[src/rtl/fsic_adder_tree.sv]
// registered binary adder tree over cell products, one level per enabled cycle
// carries the valid flag and a side word alongside; no package dependency
`timescale 1ns / 1ps
`default_nettype none

module fsic_adder_tree #(
    parameter int N      = 32,
    parameter int IN_W   = 32,
    parameter int SIDE_W = 16,
    localparam int LEVELS = $clog2(N),
    localparam int OUT_W  = IN_W + LEVELS
) (
    input  wire                     aclk,
    input  wire                     aresetn,
    input  wire                     en,
    input  wire                     in_valid,
    input  wire [SIDE_W-1:0]        in_side,
    input  wire signed [IN_W-1:0]   in_terms [N],
    output logic                    out_valid,
    output logic [SIDE_W-1:0]       out_side,
    output logic signed [OUT_W-1:0] out_sum
);

    localparam int LEAVES = 1 << LEVELS;

    logic signed [OUT_W-1:0] leaf [LEAVES];
    logic signed [OUT_W-1:0] node [1:LEAVES-1];
    logic                    valid_pipe [LEVELS];
    logic [SIDE_W-1:0]       side_pipe  [LEVELS];

    for (genvar i = 0; i < LEAVES; i++) begin : g_leaf
        if (i < N) begin : g_used
            assign leaf[i] = OUT_W'(in_terms[i]);
        end else begin : g_pad
            assign leaf[i] = '0;
        end
    end

    // heap order: node n sums children 2n and 2n+1
    for (genvar n = 1; n < LEAVES; n++) begin : g_node
        if (2 * n >= LEAVES) begin : g_bottom
            always_ff @(posedge aclk) begin
                if (en) begin
                    node[n] <= leaf[2 * n - LEAVES] + leaf[2 * n + 1 - LEAVES];
                end
            end
        end else begin : g_inner
            always_ff @(posedge aclk) begin
                if (en) begin
                    node[n] <= node[2 * n] + node[2 * n + 1];
                end
            end
        end
    end

    for (genvar s = 0; s < LEVELS; s++) begin : g_side
        always_ff @(posedge aclk) begin
            if (!aresetn) begin
                valid_pipe[s] <= 1'b0;
            end else if (en) begin
                valid_pipe[s] <= (s == 0) ? in_valid : valid_pipe[(s == 0) ? 0 : s - 1];
            end
        end

        always_ff @(posedge aclk) begin
            if (en) begin
                side_pipe[s] <= (s == 0) ? in_side : side_pipe[(s == 0) ? 0 : s - 1];
            end
        end
    end

    assign out_valid = valid_pipe[LEVELS-1];
    assign out_side  = side_pipe[LEVELS-1];
    assign out_sum   = node[1];

endmodule

`default_nettype wire
[config.mk]
export PLATFORM = sky130hd
export DESIGN_NAME = fsic_adder_tree
export DESIGN_NICKNAME = d
export VERILOG_FILES = /design/src/rtl/fsic_adder_tree.sv
export SDC_FILE = /design/constraint.sdc
export NUM_CORES = 2
export LEC_CHECK = 0
export BUFFER_PORTS_ARGS = -buffer_cell sky130_fd_sc_hd__clkbuf_2
export CORE_AREA = 2 2 430 432
export DETAILED_ROUTE_END_ITERATION = 10
export DIE_AREA = 0 0 432 434
export GPL_TIMING_DRIVEN = 0
export PLACE_DENSITY = 0.63
export RECOVER_POWER = 50
export SYNTH_ARGS = -nofsm -noshare
export SYNTH_HDL_FRONTEND = slang
export SYNTH_SLANG_ARGS = --single-unit
[constraint.sdc]
create_clock -name aclk -period 4.5 [get_ports aclk]
set_input_delay 0.9 -clock aclk [delete_from_list [all_inputs] [get_ports aclk]]
set_output_delay 0.9 -clock aclk [all_outputs]
set_load 0.01 [all_outputs]
* Word level (Yosys, flattened, before mapping)
Memories as Yosys holds them, arrays and structs flattened.
Index checks and enable logic that the tools add are counted.
** Word-level totals
- Flip-flop bits (word level) :: 0
- Bits in writable memories :: 1232
- Logic and storage cells :: 49
- Memories :: 3
** Memories
- node :: depth 31, bits a word 37, read ports 31, clocked after memory_dff 0, write ports 31, line 27 : logic signed [OUT_W-1:0] node [1:LEAVES-1];
- side_pipe :: depth 5, bits a word 16, read ports 5, clocked after memory_dff 0, write ports 5, line 29 : logic [SIDE_W-1:0] side_pipe [LEVELS];
- valid_pipe :: depth 5, bits a word 1, read ports 5, clocked after memory_dff 0, write ports 5, line 28 : logic valid_pipe [LEVELS];
** Cells by class
- Add/subtract/negate cells :: 31
- Muxes and demuxes :: 10
- Bitwise gates (word level) :: 5
** Operator list (count)
- adder 37 bit :: 15
- adder 32 x 32 -> 33 bit :: 16
- 2-to-1 mux 1 bit :: 10
- bitwise OR 1 bit :: 5

* Depth between registers and ports, before layout
- Depth in word-level cells :: 4
- Gate-level depth with buffers :: 12
- Mapped depth without buffers :: 12

* Least setup slack after synthesis
Ideal clock, no wire load.
- Path kind :: input to register
- Start point :: input port in_terms[640] (netlist name)
- End point :: register node[0][805] (netlist name)
- Arrival :: 3.498 ns
- Required time :: 4.231 ns
- Path slack :: 0.733 ns
- Cell stages on the path :: 12
- Path buffers :: 0
- Path through :: ha_1 -> fa_1 -> a21o_1 -> a21oi_1 -> o21ai_0 -> a311oi_1 -> o21ai_0 -> o311ai_1 -> o211ai_1 -> a41oi_2 -> o31ai_1 -> xor2_1
** RTL lines
- start, declared :: line 18 : input wire signed [IN_W-1:0] in_terms [N],

==> flow_summary.json <==
{
  "grt_overflow_total": 0,
  "grt_pass1_vias": 67200,
  "hold_depth": 1,
  "synth_area_leaders": "edfxtp_1 (41%), ha_1 (15%), xnor2_1 (5.9%), a21o_1 (5.1%), a21oi_1 (5.0%)",
  "synthCells": 8304,
  "synth_area_sq_um": 86200,
  "nNetsFinal": 11700,
  "ys_ff_latch": 1168,
  "rsz0062_at_grt": "false",
  "path_clk_slew_ns": 0.06,
  "reg2reg_from": "node[0][370]",
  "yosysSeqAreaShare_pct": 40.7,
  "hold-path-endpoint": "side_pipe[0][11]",
  "cts_tree": "done",
  "hold_viol": 0,
  "required_ns": 4.95,
  "r2r_setup_slack_ns": 0.43,
  "dieArea_sq_um": 187000,
  "fin_tns_setup_ns": 0,
  "post_cts_buffers": 0,
  "synthSimpleGateAreaFrac_pct": 10.7,
  "grtUsageTotal_pct": 25.6,
  "root_buffer": "clkbuf_16",
  "synth_cell_types": 88,
  "tightest_slew_ns": 2.88,
  "setup_violations": 0,
  "path_cells": "ha_1, fa_1, a21o_1, a21o_1, a21oi_1, o21ai_1, a21oi_1, o21ai_1, a31oi_1, o21ai_1, o311ai_1",
  "synthMostInstantiatedCell": "edfxtp_1",
  "drcViolationCount": 0,
  "critPathLaunchType": "register",
  "crit_path_top_delay_cell": "o311ai_1",
  "num_rows": 157,
  "reg2reg_depth": 11,
  "crit_fanout": 4,
  "die_w_um": 432,
  "crit_type": "register to register",
  "routed_wl_mm": 247,
  "r2r_end": "node[0][219]",
  "drive_gt1_share_pct": 14.6,
  "cts_made_buffers": 136,
  "syn_to_final_growth_pct": 14.9,
  "gp_congestion": 0.977,
  "io_pins": 1098,
  "num_vias": 68500,
  "status": "finished with violations",
  "synth_top_family_by_area": "compound AO/OA/AOI/OAI gates",
  "cts_num_sinks": 1168,
  "peakVddDrop_v": 0.000523,
  "synthAdderAreaFrac_pct": 15.6,
  "antenna_left": 0,
  "hold_class": "input pin to register",
  "antenna_found_initial": 19,
  "drtIter0Drc": 4011,
  "yosys_warnings": 0,
  "grt_max_degree": 129,
  "die_height_um": 434,
  "skew_ns": 0.0388,
  "synth_compound_area_share_pct": 21.7,
  "numPortBuffers": 1097,
  "synthMuxAreaShare_pct": 0.119,
  "crit_arrival_ns": 4.53,
  "synth_edf_count": 1167,
  "syn_nets": 10400,
  "pwr_density_cell_nw_per_um2": 602,
  "dp_hpwl_mm": 202,
  "violations": "max-capacitance violations, max-slew violations",
  "slew_headroom_pct": -92.3,
  "yosysTopAreaCell": "edfxtp_1",
  "grt_pass1_wl_mm": 375,
  "cap_violations": 5,
  "p_leak_nw": 43.1,
  "fmax_mhz": 246,
  "avgRoutedWirePerCell_um": 20.5,
  "synth.avg_cell_area_sq_um": 10.4,
  "insertion_delay_ns": 0.80,
  "setup.worst_path.end_class": "register",
  "dr.pass1.iters": 6,
  "synthXorXnorAreaFrac_pct": 9.10,
  "critical-path-max-stage-delay_ns": 0.76,
  "viasPerCell": 5.68,
  "core_area_sq_um": 182000,
  "min_period_ns": 4.07,
  "synth_ff_type": "edfxtp_1",
  "start_util_pct": 47.3,
  "synth_common_cells": "edfxtp_1 (1167), ha_1 (1028), a21oi_1 (867)",
  "hold_ws_ns": 0.282,
  "min_from": "in_side[11]",
  "clock_path_buffers": 3,
  "crit_path_frequent_cell": "o21ai_1",
  "post-route-period-util_pct": 90.5,
  "slew_violations": 554,
  "yosysTopAreaCellShare_pct": 40.6,
  "cts_max_level": 4,
  "async_flop_share_pct": 0
}
## worst max path at each step
stage,from,to,slack [ns],depth (start not counted)
floorplan,in_terms[640],node[0][805],0.73,12
global placement,en,valid_pipe[0],-18.26,2
detailed placement,in_terms[64],node[0][1138],-0.22,13
CTS,node[0][370],node[0][219],0.03,11
global route,en,valid_pipe[0],0.14,5
finish,node[0][370],node[0][219],0.43,11
## state kept, by name, summed over array words and instances, names as in the netlist
name,cells
node,1083
side_pipe,80
valid_pipe,5
## final cells by class
type / instances / area, sq um
clock buffer: 161 / 3650
tap: 2385 / 2980
antenna: 10 / 25.0
buffer: 180 / 877
clock inverter: 75 / 667
sequential: 1168 / 35100
timing repair buffer: 1108 / 5620
fill: 16300 / 83400
inverter: 242 / 908
multi-input combinational: 6714 / 49300
## what timing repair did
item                                    CTS  global route
hold buffers                              0             0
endpoints found under the setup margin    0             1
resized for setup                         0             1
## stage by stage
stage	setup slack, ns	utilization [%]	power, mW	cells	instance area (sq um)
4_1_cts	0.0333	54.4	60.2	12000	99300
3_3_place_gp	-18.26	51.9	49.3	11800	94700
3_5_place_dp	-0.222	52.1	49.0	11800	95000
2_1_floorplan	0.733	-	39.7	8304	86200
5_1_grt	0.135	54.3	64.0	12000	99100
6_report	0.427	54.3	59.7	12000	99100
## kinds of logic after synthesis
logic type                 after synthesis
xor gates and xnor gates               896
AOI/OAI and AO/OA                     2880
adders and majority gates             1059
muxes                                   10
buffers and inverters                  422
DFF                                   1168
and+or+nand+nor                       1869
## report_power, final
part,internal (mW),switching [mW]
registers,17.2,1.62
logic,12.2,18.0
clock network,6.25,4.50
## layout by cell type (no fill, tap or decap), drive strengths merged, types with 34 or more instances in the layout
| cell | netlist | layout |
|---|---|---|
| a2111oi | 36 | 36 |
| a211oi | 87 | 87 |
| a21o | 589 | 589 |
| a21oi | 877 | 877 |
| a31oi | 106 | 106 |
| and2 | 50 | 50 |
| and3 | 95 | 95 |
| buf | 56 | 62 |
| clkbuf | 124 | 1387 |
| clkinv | 0 | 51 |
| edfxtp | 1167 | 1167 |
| ha | 1028 | 1028 |
| inv | 242 | 247 |
| nand2 | 445 | 445 |
| nand2b | 151 | 151 |
| nand3 | 160 | 160 |
| nand4 | 112 | 112 |
| nor2 | 447 | 447 |
| nor2b | 140 | 140 |
| nor3 | 126 | 126 |
| o211ai | 53 | 53 |
| o21a | 118 | 118 |
| o21ai | 505 | 505 |
| o21bai | 157 | 157 |
| or3 | 34 | 34 |
| xnor2 | 583 | 583 |
| xor2 | 313 | 313 |
## worst max-delay path, delay by kind of cell (launching register included)
kind	cells	cell delay, ns
AO/OA/AOI/OAI	9	2.51
adder cells (fa/ha/maj)	2	0.73
flip-flops	1	0.51
## per-layer routing
| metal | up-vias | wire length (um) | share of wire [%] | global-route usage, % |
|---|---|---|---|---|
| li1 | 34100 | - | - | - |
| met1 | 32400 | 106000 | 43 | 31.8 |
| met2 | 1630 | 123000 | 50 | 45.5 |
| met3 | 350 | 9340 | 3.8 | 3.02 |
| met4 | 14 | 9060 | 3.7 | 9.52 |
| met5 | - | 101 | 0.041 | 0 |
Note: power is estimated with default switching activity, not from simulation.
