`config.mk`:
```
export PLATFORM = sky130hd
export DESIGN_NAME = fsic_cell
export DESIGN_NICKNAME = d
export VERILOG_FILES = /design/src/rtl/fsic_pkg.sv /design/src/rtl/fsic_cell.sv
export SDC_FILE = /design/constraint.sdc
export NUM_CORES = 1
export LEC_CHECK = 0
export ABC_AREA = 0
export BUFFER_PORTS_ARGS = -buffer_cell sky130_fd_sc_hd__buf_4
export CORE_MARGIN = 3
export CORE_UTILIZATION = 45
export CTS_BUF_LIST = sky130_fd_sc_hd__clkbuf_8
export CTS_CLUSTER_SIZE = 14
export DETAILED_ROUTE_END_ITERATION = 8
export HOLD_SLACK_MARGIN = 0.05
export RECOVER_POWER = 25
export SYNTH_ARGS = -nofsm -noshare
export SYNTH_HDL_FRONTEND = slang
export SYNTH_SLANG_ARGS = --single-unit
```
`constraint.sdc`:
```
create_clock -name aclk -period 9.5 [get_ports aclk]
set_input_delay 0.475 -clock aclk [delete_from_list [all_inputs] [get_ports aclk]]
set_output_delay 0.475 -clock aclk [all_outputs]
set_load 0.01 [all_outputs]
```
`src/rtl/fsic_pkg.sv`:
```
// shared types and constants for the fir self-interference canceller
// no dependencies; imported by fsic_cell and the top level
`timescale 1ns / 1ps
`default_nettype none

package fsic_pkg;

    localparam int SAMPLE_BITS  = 16;
    localparam int TAP_BITS     = 16;
    localparam int TAP_FRAC     = 12;
    localparam int TAP_IDX_W    = 5;
    localparam int PROD_W       = SAMPLE_BITS + TAP_BITS;
    localparam int MAX_TAPS_DEF = 32;
    localparam int CFG_W        = 5;
    localparam int HALF_TAPS_RST = 16;

    localparam logic [1:0] ACT_SAMPLE  = 2'd0;
    localparam logic [1:0] ACT_LOAD    = 2'd1;
    localparam logic [1:0] ACT_RESTART = 2'd2;

    // per-cycle command broadcast to every cell
    typedef struct packed {
        logic                          sample;
        logic                          load;
        logic [TAP_IDX_W-1:0]          tap_index;
        logic signed [TAP_BITS-1:0]    tap_value;
        logic signed [SAMPLE_BITS-1:0] tx_sample;
        logic signed [SAMPLE_BITS-1:0] rx_sample;
    } cell_ctrl_t;

endpackage

`default_nettype wire

```
`src/rtl/fsic_cell.sv`:
```
// one filter cell: tap register, transmit and receive window slots, product register
// depends on fsic_pkg
`timescale 1ns / 1ps
`default_nettype none

module fsic_cell #(
    parameter int MAX_TAPS = fsic_pkg::MAX_TAPS_DEF,
    parameter int CELL_IDX = 0,
    localparam int TAPS_W  = $clog2(MAX_TAPS + 2)
) (
    input  wire                                    aclk,
    input  wire                                    aresetn,
    input  fsic_pkg::cell_ctrl_t                   ctrl,
    input  wire [TAPS_W-1:0]                       taps,
    input  wire signed [fsic_pkg::SAMPLE_BITS-1:0] tx_in,
    input  wire signed [fsic_pkg::SAMPLE_BITS-1:0] rx_in,
    output logic signed [fsic_pkg::SAMPLE_BITS-1:0] tx_out,
    output logic signed [fsic_pkg::SAMPLE_BITS-1:0] rx_out,
    output logic signed [fsic_pkg::PROD_W-1:0]      prod_out
);
    import fsic_pkg::*;

    localparam logic [TAPS_W-1:0] SELF_POS = TAPS_W'(CELL_IDX);
    localparam logic [TAPS_W-1:0] TX_ENTRY = TAPS_W'(CELL_IDX + 1);
    localparam logic [TAPS_W-1:0] RX_ENTRY = TAPS_W'(CELL_IDX + 2);

    logic signed [TAP_BITS-1:0]    tap_reg;
    logic signed [SAMPLE_BITS-1:0] tx_reg;
    logic signed [SAMPLE_BITS-1:0] rx_reg;
    logic signed [PROD_W-1:0]      prod_reg;

    logic signed [SAMPLE_BITS-1:0] tx_next;
    logic signed [SAMPLE_BITS-1:0] rx_next;
    logic signed [PROD_W-1:0]      prod_full;
    logic signed [PROD_W-1:0]      prod_next;
    logic                          active;
    logic                          tap_hit;

    // tx enters at the active window's top, rx one cell lower; both walk to cell 0
    assign tx_next   = (taps == TX_ENTRY) ? ctrl.tx_sample : tx_in;
    assign rx_next   = (taps == RX_ENTRY) ? ctrl.rx_sample : rx_in;
    assign active    = SELF_POS < taps;
    assign prod_full = tap_reg * tx_next;
    assign prod_next = active ? prod_full : '0;
    assign tap_hit   = ctrl.load && (32'(ctrl.tap_index) == 32'(CELL_IDX));

    always_ff @(posedge aclk) begin
        if (!aresetn) begin
            tap_reg <= '0;
        end else if (tap_hit) begin
            tap_reg <= ctrl.tap_value;
        end
    end

    always_ff @(posedge aclk) begin
        if (ctrl.sample) begin
            tx_reg   <= tx_next;
            rx_reg   <= rx_next;
            prod_reg <= prod_next;
        end
    end

    assign tx_out   = tx_reg;
    assign rx_out   = rx_reg;
    assign prod_out = prod_reg;

endmodule

`default_nettype wire

```
; After elaboration in Yosys (flattened, before gate mapping)
; Index checks and enable logic that the tools add are counted.
[op_classes]
addsub = 0
mul = 1
div_mod_pow = 0
n_lt_le_gt_ge = 1
n_eq_ne = 2
shifts = 0
mux = 2
n_bitwise = 0
n_reduce_logical = 2
[ops]
columns = cell, count
row1 = 16-bit by 16-bit multiplier with 32-bit output, 1
row2 = 16-bit two-way mux, 2
row3 = "6-bit by 1-bit == test with 1-bit output, second input constant", 1
row4 = "6-bit by 2-bit == test with 1-bit output, second input constant", 1
row5 = "1-bit by 6-bit less-than comparator with 1-bit output, first input constant", 1
row6 = 5-bit zero test, 1
row7 = 1-bit logical AND, 1
[totals]
ff_bits = 80
latchBits = 0
mem_bits_rw = 0
mem_bits_ro = 0
in_bits = 95
out_inout_bits = 64
wordCells = 12
memories = 0

; Depth between registers and ports, before layout
; Gate-level depths: netlist of the first run.
[depth]
depth_word = 3
ltp_mapped = 27
ltp_nobuf = 24

; Worst setup path before layout of the first run
; Ideal clock, no wire load.
[synth_timing]
path_type = input port to flip-flop
from = input port taps[5]
to = register prod_reg[30] (netlist: prod_out[30]) (data pin)
arrival_ps = 7058
slack_ps = 2176
cell_stages = 23
path_buffers = 2
cell_sequence = or4_4 or3b_1 buf_6 mux2_2 buf_2 nand2_1 inv_1 fa_1 fa_1 fa_1 fa_1 fa_1 inv_1 fa_1 inv_1 ha_1 a21oi_1 and2_1 and4_1 o311a_1 o21ai_1 xnor2_1 nor2_1
[synth_between]
elab_chain_len = 3
word_cells_on_any_way = 4
classes_between = mul (1) / order compare (1) / eq/ne (1) / mux (1)
[synth_rtl]
columns = item, line
row1 = from (decl), fsic_cell.sv:14  ; input wire [TAPS_W-1:0] taps,
row2 = 6-bit by 1-bit == test with 1-bit output, fsic_cell.sv:40  ; assign tx_next = (taps == TX_ENTRY) ? ctrl.tx_sample : tx_in;
row3 = 16-bit two-way mux, fsic_cell.sv:40
row4 = named net tx_next[1], fsic_cell.sv:32  ; logic signed [SAMPLE_BITS-1:0] tx_next;
row5 = 16-bit by 16-bit multiplier with 32-bit output, fsic_cell.sv:43  ; assign prod_full = tap_reg * tx_next;
row6 = to (signal assigned), fsic_cell.sv:59  ; prod_reg <= prod_next;
row7 = to (decl), fsic_cell.sv:30  ; logic signed [PROD_W-1:0] prod_reg;
; The timed path passes the listed nets, and every way through them passes these cells.
; A chain may end at the register's enable or synchronous reset.

; Worst setup path in the final report of the first run
[layout_timing]
from = input port taps[5]
to = register prod_reg[29] (netlist: prod_out[29]) (data pin)
[layout_between]
elab_chain_len = 3
word_cells_on_any_way = 4
classes_between = mul (1) / order compare (1) / eq/ne (1) / mux (1)
[layout_rtl]
columns = item, line
row1 = 6-bit by 1-bit == test with 1-bit output, fsic_cell.sv:40
row2 = 16-bit two-way mux, fsic_cell.sv:40
row3 = 16-bit by 16-bit multiplier with 32-bit output, fsic_cell.sv:43
; Parallel ways exist; a longest one is shown, timed or not.

==> flow_summary.yaml, run 1 <==
cells_and_area:
  fin_area_um2: 14800
  area_delta_synth_final_pct: 13.3
  layout_commonest_cell: "inv_1"
  antenna_cells: 0
  largest_reg_flops: 32
  nNetsFinal: 1854
  drive_gt1_share_pct: 16.8
  layout.cells.most_common_list: "303 x inv_1, 262 x fa_1, 168 x buf_4"
timing:
  slew-limit-headroom_pct: -166
  setup_violations: 0
  fmax_mhz: 124
  grt_setup_unrepaired: "false"
  clock-skew-final_ps: 12.9
  fin_ws_ps: 1440
  fin_setup_tns_ps: 0
  period_share_pct: 84.9
  worst-slew-pin-transition_ps: 3990
  slew_viol_final: 65
  final_hold_viol_count: 0
  period_minus_slack_ps: 8060
floorplan:
  core_region_area_um2: 28200
  io_pins: 159
  start_util_pct: 46.4
  die_h_um: 176
  fp.dieW_um: 176
  die_area_um2: 31100
  num_rows: 61
clock_network:
  cts_resized: 0
  clock_latency_ps: 390
  cts_tree: "built"
  htree_levels: 3
  clk_pin_slew_worst_paths_ps: 110
  clock_path_buffers: 2
  cts_buffers: 9
  clock_sinks: 80
  root_buffer: "clkbuf_8"
  cts_hold_buffers: 0
  post_cts_buffers: 0
yosys:
  ys_seq_area_share_pct: 17.2
  async_reset_ff_share_pct: 0
  synth-edff-count: 64
  ys.flop_type: "edfxtp_1"
  synthCells: 1278
  synth_cell_types: 54
  synth-seq-cells: 80
  synth_top_area_cell: "fa_1"
  syn_nets: 1717
  ys_top_cells_by_area: "fa_1 40%, edfxtp_1 15%, inv_1 8.7%, ha_1 7.9%, and2_1 4.7%"
  yosysWarnings: 0
  syn_avg_cell_area_um2: 10.2
  synth_top_area_share_pct: 40.2
  syn_area_um2: 13100
worst_hold_path:
  hold_class: "input pin to flop"
  whs_path_depth: 3
grt:
  grt_overflow: 0
  grt_pass1_wl_mm: 53.0
  grt_max_degree: 65
  grt_pass1_vias: 10100
  grt_usage_pct: 22.0
  antenna_found_initial: 0
worst_setup_path:
  worstSetupPathType: "input pin to flop"
  r2r_setup_slack_ps: 2770
  critPathCaptureType: "flop"
  arrival_ps: 8210
  critical_path_required_ps: 9650
  critPathMaxFanout: 17
  slowest_stage: "or3b_1"
  ff2ff_path_depth: 19
  crit_top_cell: "fa_1"
  cp_cell_sequence: "buf_4 > or4_4 > or3b_1 > mux2_2 > nand2_1 > inv_1 > fa_1 > fa_1 > fa_1 > fa_1 > fa_1 > inv_1 > fa_1 > inv_1 > ha_1 > and2_1 > nand4_1 > nor2_1 > o21ai_0 > a31oi_1 > o21ai_0 > xor2_1 > nor2_1"
  max_stage_delay_ps: 760
  start_kind: "input pin"
route:
  drcViolationCount: 0
  vias: 9010
  drt_iter0_markers: 537
  drtPass1Iterations: 5
  viasPerCell: 5.01
  wire_per_inst_um: 18.0
  wirelength_mm: 32.3
  drtAntennaViolNets: 0
run_status:
  status: "complete, but fails checks"
  violations: "max-capacitance violations, max-slew violations"
placed_design:
  io_buffers: 158
  place_worst_setup_slack_ps: 1010
  placed_area_um2: 14600
  gp_congestion: 0.829
  dp_hpwl_mm: 25.3
job:
  maxCapViolations: 1
power:
  irDropWorstVdd_mv: 0.0537
  power.total_mw: 1.00
  power.density_nw_per_um2: 67.7
  leakage_nw: 7.55
==> per-stage QoR <==
step | util (%) | instances | hold slack, ps
2_1_floorplan | - | 1278 | 548
3_3_place_gp | 51.8 | 1782 | 509
3_5_place_dp | 51.8 | 1782 | 514
4_1_cts | 52.5 | 1798 | 317
5_1_grt | 52.5 | 1798 | 335
6_report | 52.5 | 1798 | 334
==> worst paths after layout <==
check	startpoint	endpoint
setup / recovery	taps[5]	prod_out[29]
hold / removal	ctrl[43]	tap_reg[11]
setup reg to reg	tap_reg[15]	prod_out[29]
hold reg to reg	tap_reg[9]	tap_reg[9]
==> per-layer routing <==
metal  global-route usage (%)  vias to the layer above  part of all wire [%]
met4                     6.58                        0                   2.5
met3                     2.34                       47                   5.4
li1                         -                     4121                     -
met5                        0                        -                     0
met1                     28.5                     4547                    41
met2                     39.1                      295                    51
==> power breakdown <==
group          internal, mW  total [mW]  switching (mW)
registers             0.410       0.419         0.00916
clock network         0.149       0.303           0.155
logic                 0.128       0.279           0.151
==> cell usage after synthesis, types with 2 or more instances <==
master,count
fa_1,262
a21oi_1,17
mux2_4,9
a21boi_0,2
o21a_1,7
a211oi_1,3
nand2_1,126
nor3_1,12
o211ai_1,5
and2_1,98
a21o_1,14
nor2b_1,34
buf_6,4
inv_1,302
o21ai_0,11
or2_2,4
xnor2_1,22
o311a_1,2
mux2_2,22
and2_4,13
mux2i_1,16
buf_2,12
edfxtp_1,64
xor2_1,12
nor2_1,42
o21ai_1,3
nand3_1,3
nand4_1,2
nor4_1,2
a31oi_1,6
clkbuf_1,25
dfxtp_1,16
ha_1,82
nand2b_1,4
==> critical path: cells and delay by family <==
kind,cells,cell delay [ps]
fa+ha+maj,7,3610
compound gates,3,870
simple gates,7,2170
xor+xnor,1,160
mux,1,580
buf+inv,4,300
==> cell type report <==
type | instances | area [um2]
fill | 2578 | 13400
multi-input combinational | 852 | 9460
sequential | 80 | 2240
timing repair buffer | 169 | 1260
inverter | 303 | 1140
tap | 378 | 473
clock buffer | 9 | 124
clock inverter | 7 | 93.8
==> kinds of logic (layout without fill, tap and decap cells) <==
| family | Yosys count | count (layout) | share of synthesized area (%) |
|---|---|---|---|
| AO/OA/AOI/OAI | 79 | 79 | 4.07 |
| XOR/XNOR | 34 | 34 | 2.28 |
| adder cells (fa/ha/maj) | 344 | 344 | 48.0 |
| buffers and inverters | 346 | 488 | 10.4 |
| flip-flops | 80 | 80 | 17.2 |
| multiplexers | 49 | 49 | 4.44 |
| AND/OR/NAND/NOR | 346 | 346 | 13.6 |
(Power assumes the default switching activity.)
==> run 2, diff against run 1 <==
PLACE_DENSITY = 0.67   (was unset)
clock period = 7.25 ns   (was 9.5 ns; I/O delays follow)
==> run 2 against run 1 <==
  * The flow still finishes with violations (max-capacitance violations, max-slew violations)
  * Via count is 6.1% higher
  * Flip-flop and latch count is the same
  * Utilization grew 3.3 points
  * Final cell count grew 6.3%
  * Clock power increased by 48%
  * Total power increased by 41%
  * Register-to-register slack got worse by 1700 ps
  * Design area rose by 6.3%
  * Wire length up 1.4%
  * Critical path type unchanged
  * Largest cell class unchanged
  * Highest routed layer unchanged
==> flow_summary.yaml, run 2 (synthesized netlist as in run 1, its figures left out) <==
timing:
  worst-slew-pin-transition_ps: 2890
  slew-limit-headroom_pct: -92.8
  clock-skew-final_ps: 14.6
  period_share_pct: 96.9
  setup_violations: 0
  slew_viol_final: 53
  grt_setup_unrepaired: "false"
  fin_setup_tns_ps: 0
  fmax_mhz: 142
  period_minus_slack_ps: 7020
  final_hold_viol_count: 0
grt:
  grt_overflow: 0
  met2_usage_pct: 40.5
  use_met3_pct: 2.11
  antenna_found_initial: 0
  grt_pass1_wl_mm: 52.7
  grt_usage_pct: 21.7
  grt_pass1_vias: 10600
  grt_max_degree: 53
  top_usage_layer: "met2"
  grt_use_met1_pct: 25.3
floorplan:
  die_h_um: 176
  start_util_pct: 46.4
  core_region_area_um2: 28200
  io_pins: 159
  num_rows: 61
  die_area_um2: 31100
  fp.dieW_um: 176
cells_and_area:
  antenna_cells: 0
  nNetsFinal: 1968
  drive_gt1_share_pct: 22.7
  largest_reg_flops: 32
  area_delta_synth_final_pct: 20.4
  layout_commonest_cell: "inv_1"
  layout.cells.non_filler: 1912
  layout.cells.most_common_list: "302 x inv_1, 264 x buf_4, 262 x fa_1"
placed_design:
  dp_cells: 1891
  gp_congestion: 0.924
  io_buffers: 158
  dp_hpwl_mm: 27.0
clock_network:
  clock_sinks: 80
  clock_path_buffers: 2
  htree_levels: 3
  cts_tree: "built"
  clock_latency_ps: 390
  cts_hold_buffers: 0
  cts_buffers: 9
  root_buffer: "clkbuf_8"
  clk_pin_slew_worst_paths_ps: 110
power:
  leakage_nw: 8.10
  power.density_nw_per_um2: 89.8
  irDropWorstVdd_mv: 0.102
worst_setup_path:
  worstSetupPathType: "input pin to flop"
  arrival_ps: 7150
  critPathLaunch: "taps[5]"
  critical_path_required_ps: 7370
  r2r_start: "tap_reg[10]"
  r2r-end: "prod_out[23]"
  critPathMaxFanout: 9
  start_kind: "input pin"
  r2r_setup_slack_ps: 1060
  ff2ff_path_depth: 18
  critPathCaptureType: "flop"
worst_hold_path:
  holdPathEnd: "tap_reg[0]"
  whs_path_depth: 3
  hp-start: "ctrl[32]"
  hold_class: "input pin to flop"
route:
  drtPass1Iterations: 6
  drt_iter0_markers: 516
  wire_per_inst_um: 17.1
  drtAntennaViolNets: 0
  wirelength_mm: 32.7
  drcViolationCount: 0
  vias: 9563
  viasPerCell: 5.00
run_status:
  status: "complete, but fails checks"
  violations: "max-capacitance violations, max-slew violations"
job:
  maxCapViolations: 1
## run 2: final cells by class
type                            instances  area (um2)
Fill cell                            2483       12400
Multi-Input combinational cell        854        9540
Sequential cell                        80        2240
Timing Repair Buffer                  281        2070
Inverter                              303        1140
Tap cell                              378         473
Clock inverter                          7         135
Clock buffer                            9         124
## run 2: what timing repair did
| action | CTS | global route |
|---|---|---|
| hold endpoints to repair | 0 | 0 |
| buffers inserted | 0 | 3 |
| endpoints found under the setup margin | 0 | 9 |
| resized for setup | 0 | 20 |
## run 2: metrics by stage
stage / util [%] / instance area (um2) / total power, mW / hold WS [ps] / setup slack [ps]
detailed placement: 54.7 / 15400 / 0.974 / 622 / -324
finish: 55.8 / 15700 / 1.41 / 221 / 227
global route: 55.8 / 15700 / 1.49 / 215 / 5.59
CTS: 55.6 / 15700 / 1.43 / 201 / 61.3
global placement: 54.7 / 15400 / 0.967 / 616 / -292
floorplan: - / 13100 / 0.765 / 475 / 38.8
## run 2: routing by layer
| layer | routed length, um | part of all wire, % | vias to the layer above |
|---|---|---|---|
| li1 | - | - | 4357 |
| met1 | 12200 | 37 | 4804 |
| met2 | 17400 | 53 | 320 |
| met3 | 1660 | 5.1 | 82 |
| met4 | 1490 | 4.6 | 0 |
| met5 | 0 | 0 | - |
## run 2: power breakdown
| group | switching, mW | internal [mW] |
|---|---|---|
| Clock | 0.212 | 0.237 |
| Sequential | 0.0128 | 0.536 |
| Combinational | 0.210 | 0.204 |
| Total | 0.434 | 0.977 |
## run 2: worst max path at each step
stage / end / slack, ps / depth (start not counted)
2_1_floorplan: prod_out[30] / 40 / 23
3_3_place_gp: prod_out[31] / -290 / 26
3_5_place_dp: prod_out[31] / -320 / 26
4_1_cts: prod_out[31] / 60 / 26
5_1_grt: prod_out[26] / 6 / 25
6_report: prod_out[30] / 230 / 24
## run 2: critical path, cell delays in order
cell	delay (ps)
buf_4	110
or4_4	540
or3b_1	380
buf_6	180
mux2_4	350
buf_4	160
buf_4	140
and2_1	170
fa_1	550
fa_1	450
fa_1	570
fa_1	440
fa_1	490
inv_1	50
fa_1	470
inv_1	50
ha_1	320
and2_1	160
nand4_1	190
a31o_2	290
o311a_1	360
o21ai_1	170
xnor2_1	130
nor2_1	50
==> run 3, diff against run 2 <==
PLACE_DENSITY = 0.69   (was 0.67)
==> run 3 against run 2 <==
  * The run still ends with max-capacitance violations, max-slew violations left
  * Total power down 6.0%
  * Register-to-register slack worse by 150 ps
  * Critical path depth up 2
  * Critical endpoint unchanged
==> flow_summary.yaml, run 3 (synthesized netlist as in run 1, its figures left out) <==
timing:
  slew_viol_final: 65
  fin_setup_tns_ps: 0
  worst-slew-pin-transition_ps: 3670
  clock-skew-final_ps: 27.8
  period_minus_slack_ps: 7030
  fmax_mhz: 142
  period_share_pct: 96.9
  fin_ws_ps: 224
  final_hold_viol_count: 0
  slew-limit-headroom_pct: -145
  setup_violations: 0
  holdWs_ps: 206
worst_hold_path:
  hold_class: "input pin to flop"
  whs_path_depth: 3
  hp-start: "ctrl[33]"
  holdPathEnd: "tap_reg[1]"
clock_network:
  cts_tree: "built"
  clk_pin_slew_worst_paths_ps: 110
  htree_levels: 3
  clock_latency_ps: 400
  root_buffer: "clkbuf_8"
  clock_sinks: 80
  clock_path_buffers: 2
  cts_buffers: 9
grt:
  grt_pass1_vias: 10600
  grt_max_degree: 65
  grt_usage_pct: 21.6
  grt_overflow: 0
  antenna_found_initial: 0
  grt_pass1_wl_mm: 52.4
placed_design:
  place_worst_setup_slack_ps: -309
  dp_hpwl_mm: 26.6
  gp_congestion: 0.862
  io_buffers: 158
worst_setup_path:
  r2r_setup_slack_ps: 910
  ff2ff_path_depth: 20
  r2r-end: "prod_out[30]"
  critPathMaxFanout: 11
  slowest_stage: "or4_4"
  critPathCaptureType: "flop"
  arrival_ps: 7150
  worstSetupPathType: "input pin to flop"
  crit_top_cell: "fa_1"
  cp.depth: 26
  max_stage_delay_ps: 550
  start_kind: "input pin"
  critical_path_required_ps: 7380
  crit_buf_inv: 7
  r2r_start: "tap_reg[15]"
  critPathTopFamily: "adder cells"
run_status:
  violations: "max-capacitance violations, max-slew violations"
  status: "complete, but fails checks"
power:
  pwr-share-clk_pct: 27.3
  swShare_pct: 31.7
  p_int_uw: 906
  seqPwrFrac_pct: 41.5
  power.density_nw_per_um2: 85.0
  irDropWorstVdd_mv: 0.0845
  switching_power_uw: 420
  leakage_nw: 8.01
  comb_power_share_pct: 31.1
floorplan:
  num_rows: 61
  core_region_area_um2: 28200
  io_pins: 159
  start_util_pct: 46.4
  fp.dieW_um: 176
  die_h_um: 176
  die_area_um2: 31100
cells_and_area:
  layout.cells.most_common_list: "302 x inv_1, 260 x fa_1, 252 x buf_4"
  nNetsFinal: 1944
  largest_reg_flops: 32
  drive_gt1_share_pct: 22.6
  finalCoreUtilization_pct: 55.4
  area_delta_synth_final_pct: 19.5
  fillers: 2437
  antenna_cells: 0
  layout_commonest_cell: "inv_1"
route:
  drtPass1Iterations: 5
  wirelength_mm: 31.9
  wire_per_inst_um: 16.9
  vias: 9422
  viasPerCell: 4.99
  drtAntennaViolNets: 0
  drcViolationCount: 0
  drt_iter0_markers: 447
job:
  maxCapViolations: 1
## run 3: cell count changes in the layout (fill, tap and decap cells not counted), moves of 2 or more
| cell | before | now |
|---|---|---|
| buf_12 | 0 | 6 |
| buf_4 | 264 | 252 |
| buf_6 | 3 | 0 |
| bufinv_16 | 3 | 1 |
| clkbuf_1 | 14 | 1 |
| clkinvlp_4 | 0 | 2 |
| fa_1 | 262 | 260 |
| fa_2 | 0 | 2 |
| mux2_2 | 22 | 20 |
| o21ai_0 | 7 | 9 |
## run 3: power groups by stage
stage          sequential, mW  clock (mW)  combinational [mW]
2_1_floorplan           0.573           0               0.193
3_3_place_gp            0.560           0               0.405
3_5_place_dp            0.561           0               0.411
4_1_cts                 0.550       0.375               0.413
5_1_grt                 0.554       0.388               0.460
6_report                0.551       0.363               0.413
## run 3: repair_timing
item	in CTS	in global routing
setup buffers	0	3
setup endpoints to repair	0	9
hold buffers	0	0
gates resized for setup	0	20
## run 3: final cells by class
cell class	instances	area (um2)	area share, %
clock buffer	9	124	0.794
clock inverter	7	77.6	0.497
inverter	303	1140	7.29
multi-input combinational	852	9540	61.1
sequential	80	2240	14.4
tap	378	473	3.03
timing repair buffer	259	2020	12.9
## run 3: through the flow
step / power (mW) / cell area (um2) / instances
after detailed placement: 0.972 / 15300 / 1869
after CTS: 1.34 / 15500 / 1885
final: 1.33 / 15600 / 1888
after global routing: 1.40 / 15600 / 1888
after global placement: 0.965 / 15300 / 1869
after floorplan: 0.765 / 13100 / 1278
## run 3: tightest hold or removal path: stages
cell,delay (ps)
buf_4,70
mux2i_1,50
nor2b_1,90
## run 3: worst max-delay path by stage
stage / start / endpoint / slack, ps
5_1_grt: taps[5] / prod_out[23] / -3
4_1_cts: taps[5] / prod_out[27] / 70
3_5_place_dp: taps[5] / prod_out[27] / -310
6_report: taps[5] / prod_out[30] / 220
3_3_place_gp: taps[5] / prod_out[29] / -220
2_1_floorplan: taps[5] / prod_out[30] / 40
## run 3: layer usage
metal,wire (um),track usage [%],vias up,part of all wire (%)
met2,16800,40.2,324,53
li1,-,-,4307,-
met3,1870,3.44,73,5.9
met5,0,0,-,0
met4,1210,7.99,0,3.8
met1,12000,24.9,4718,38
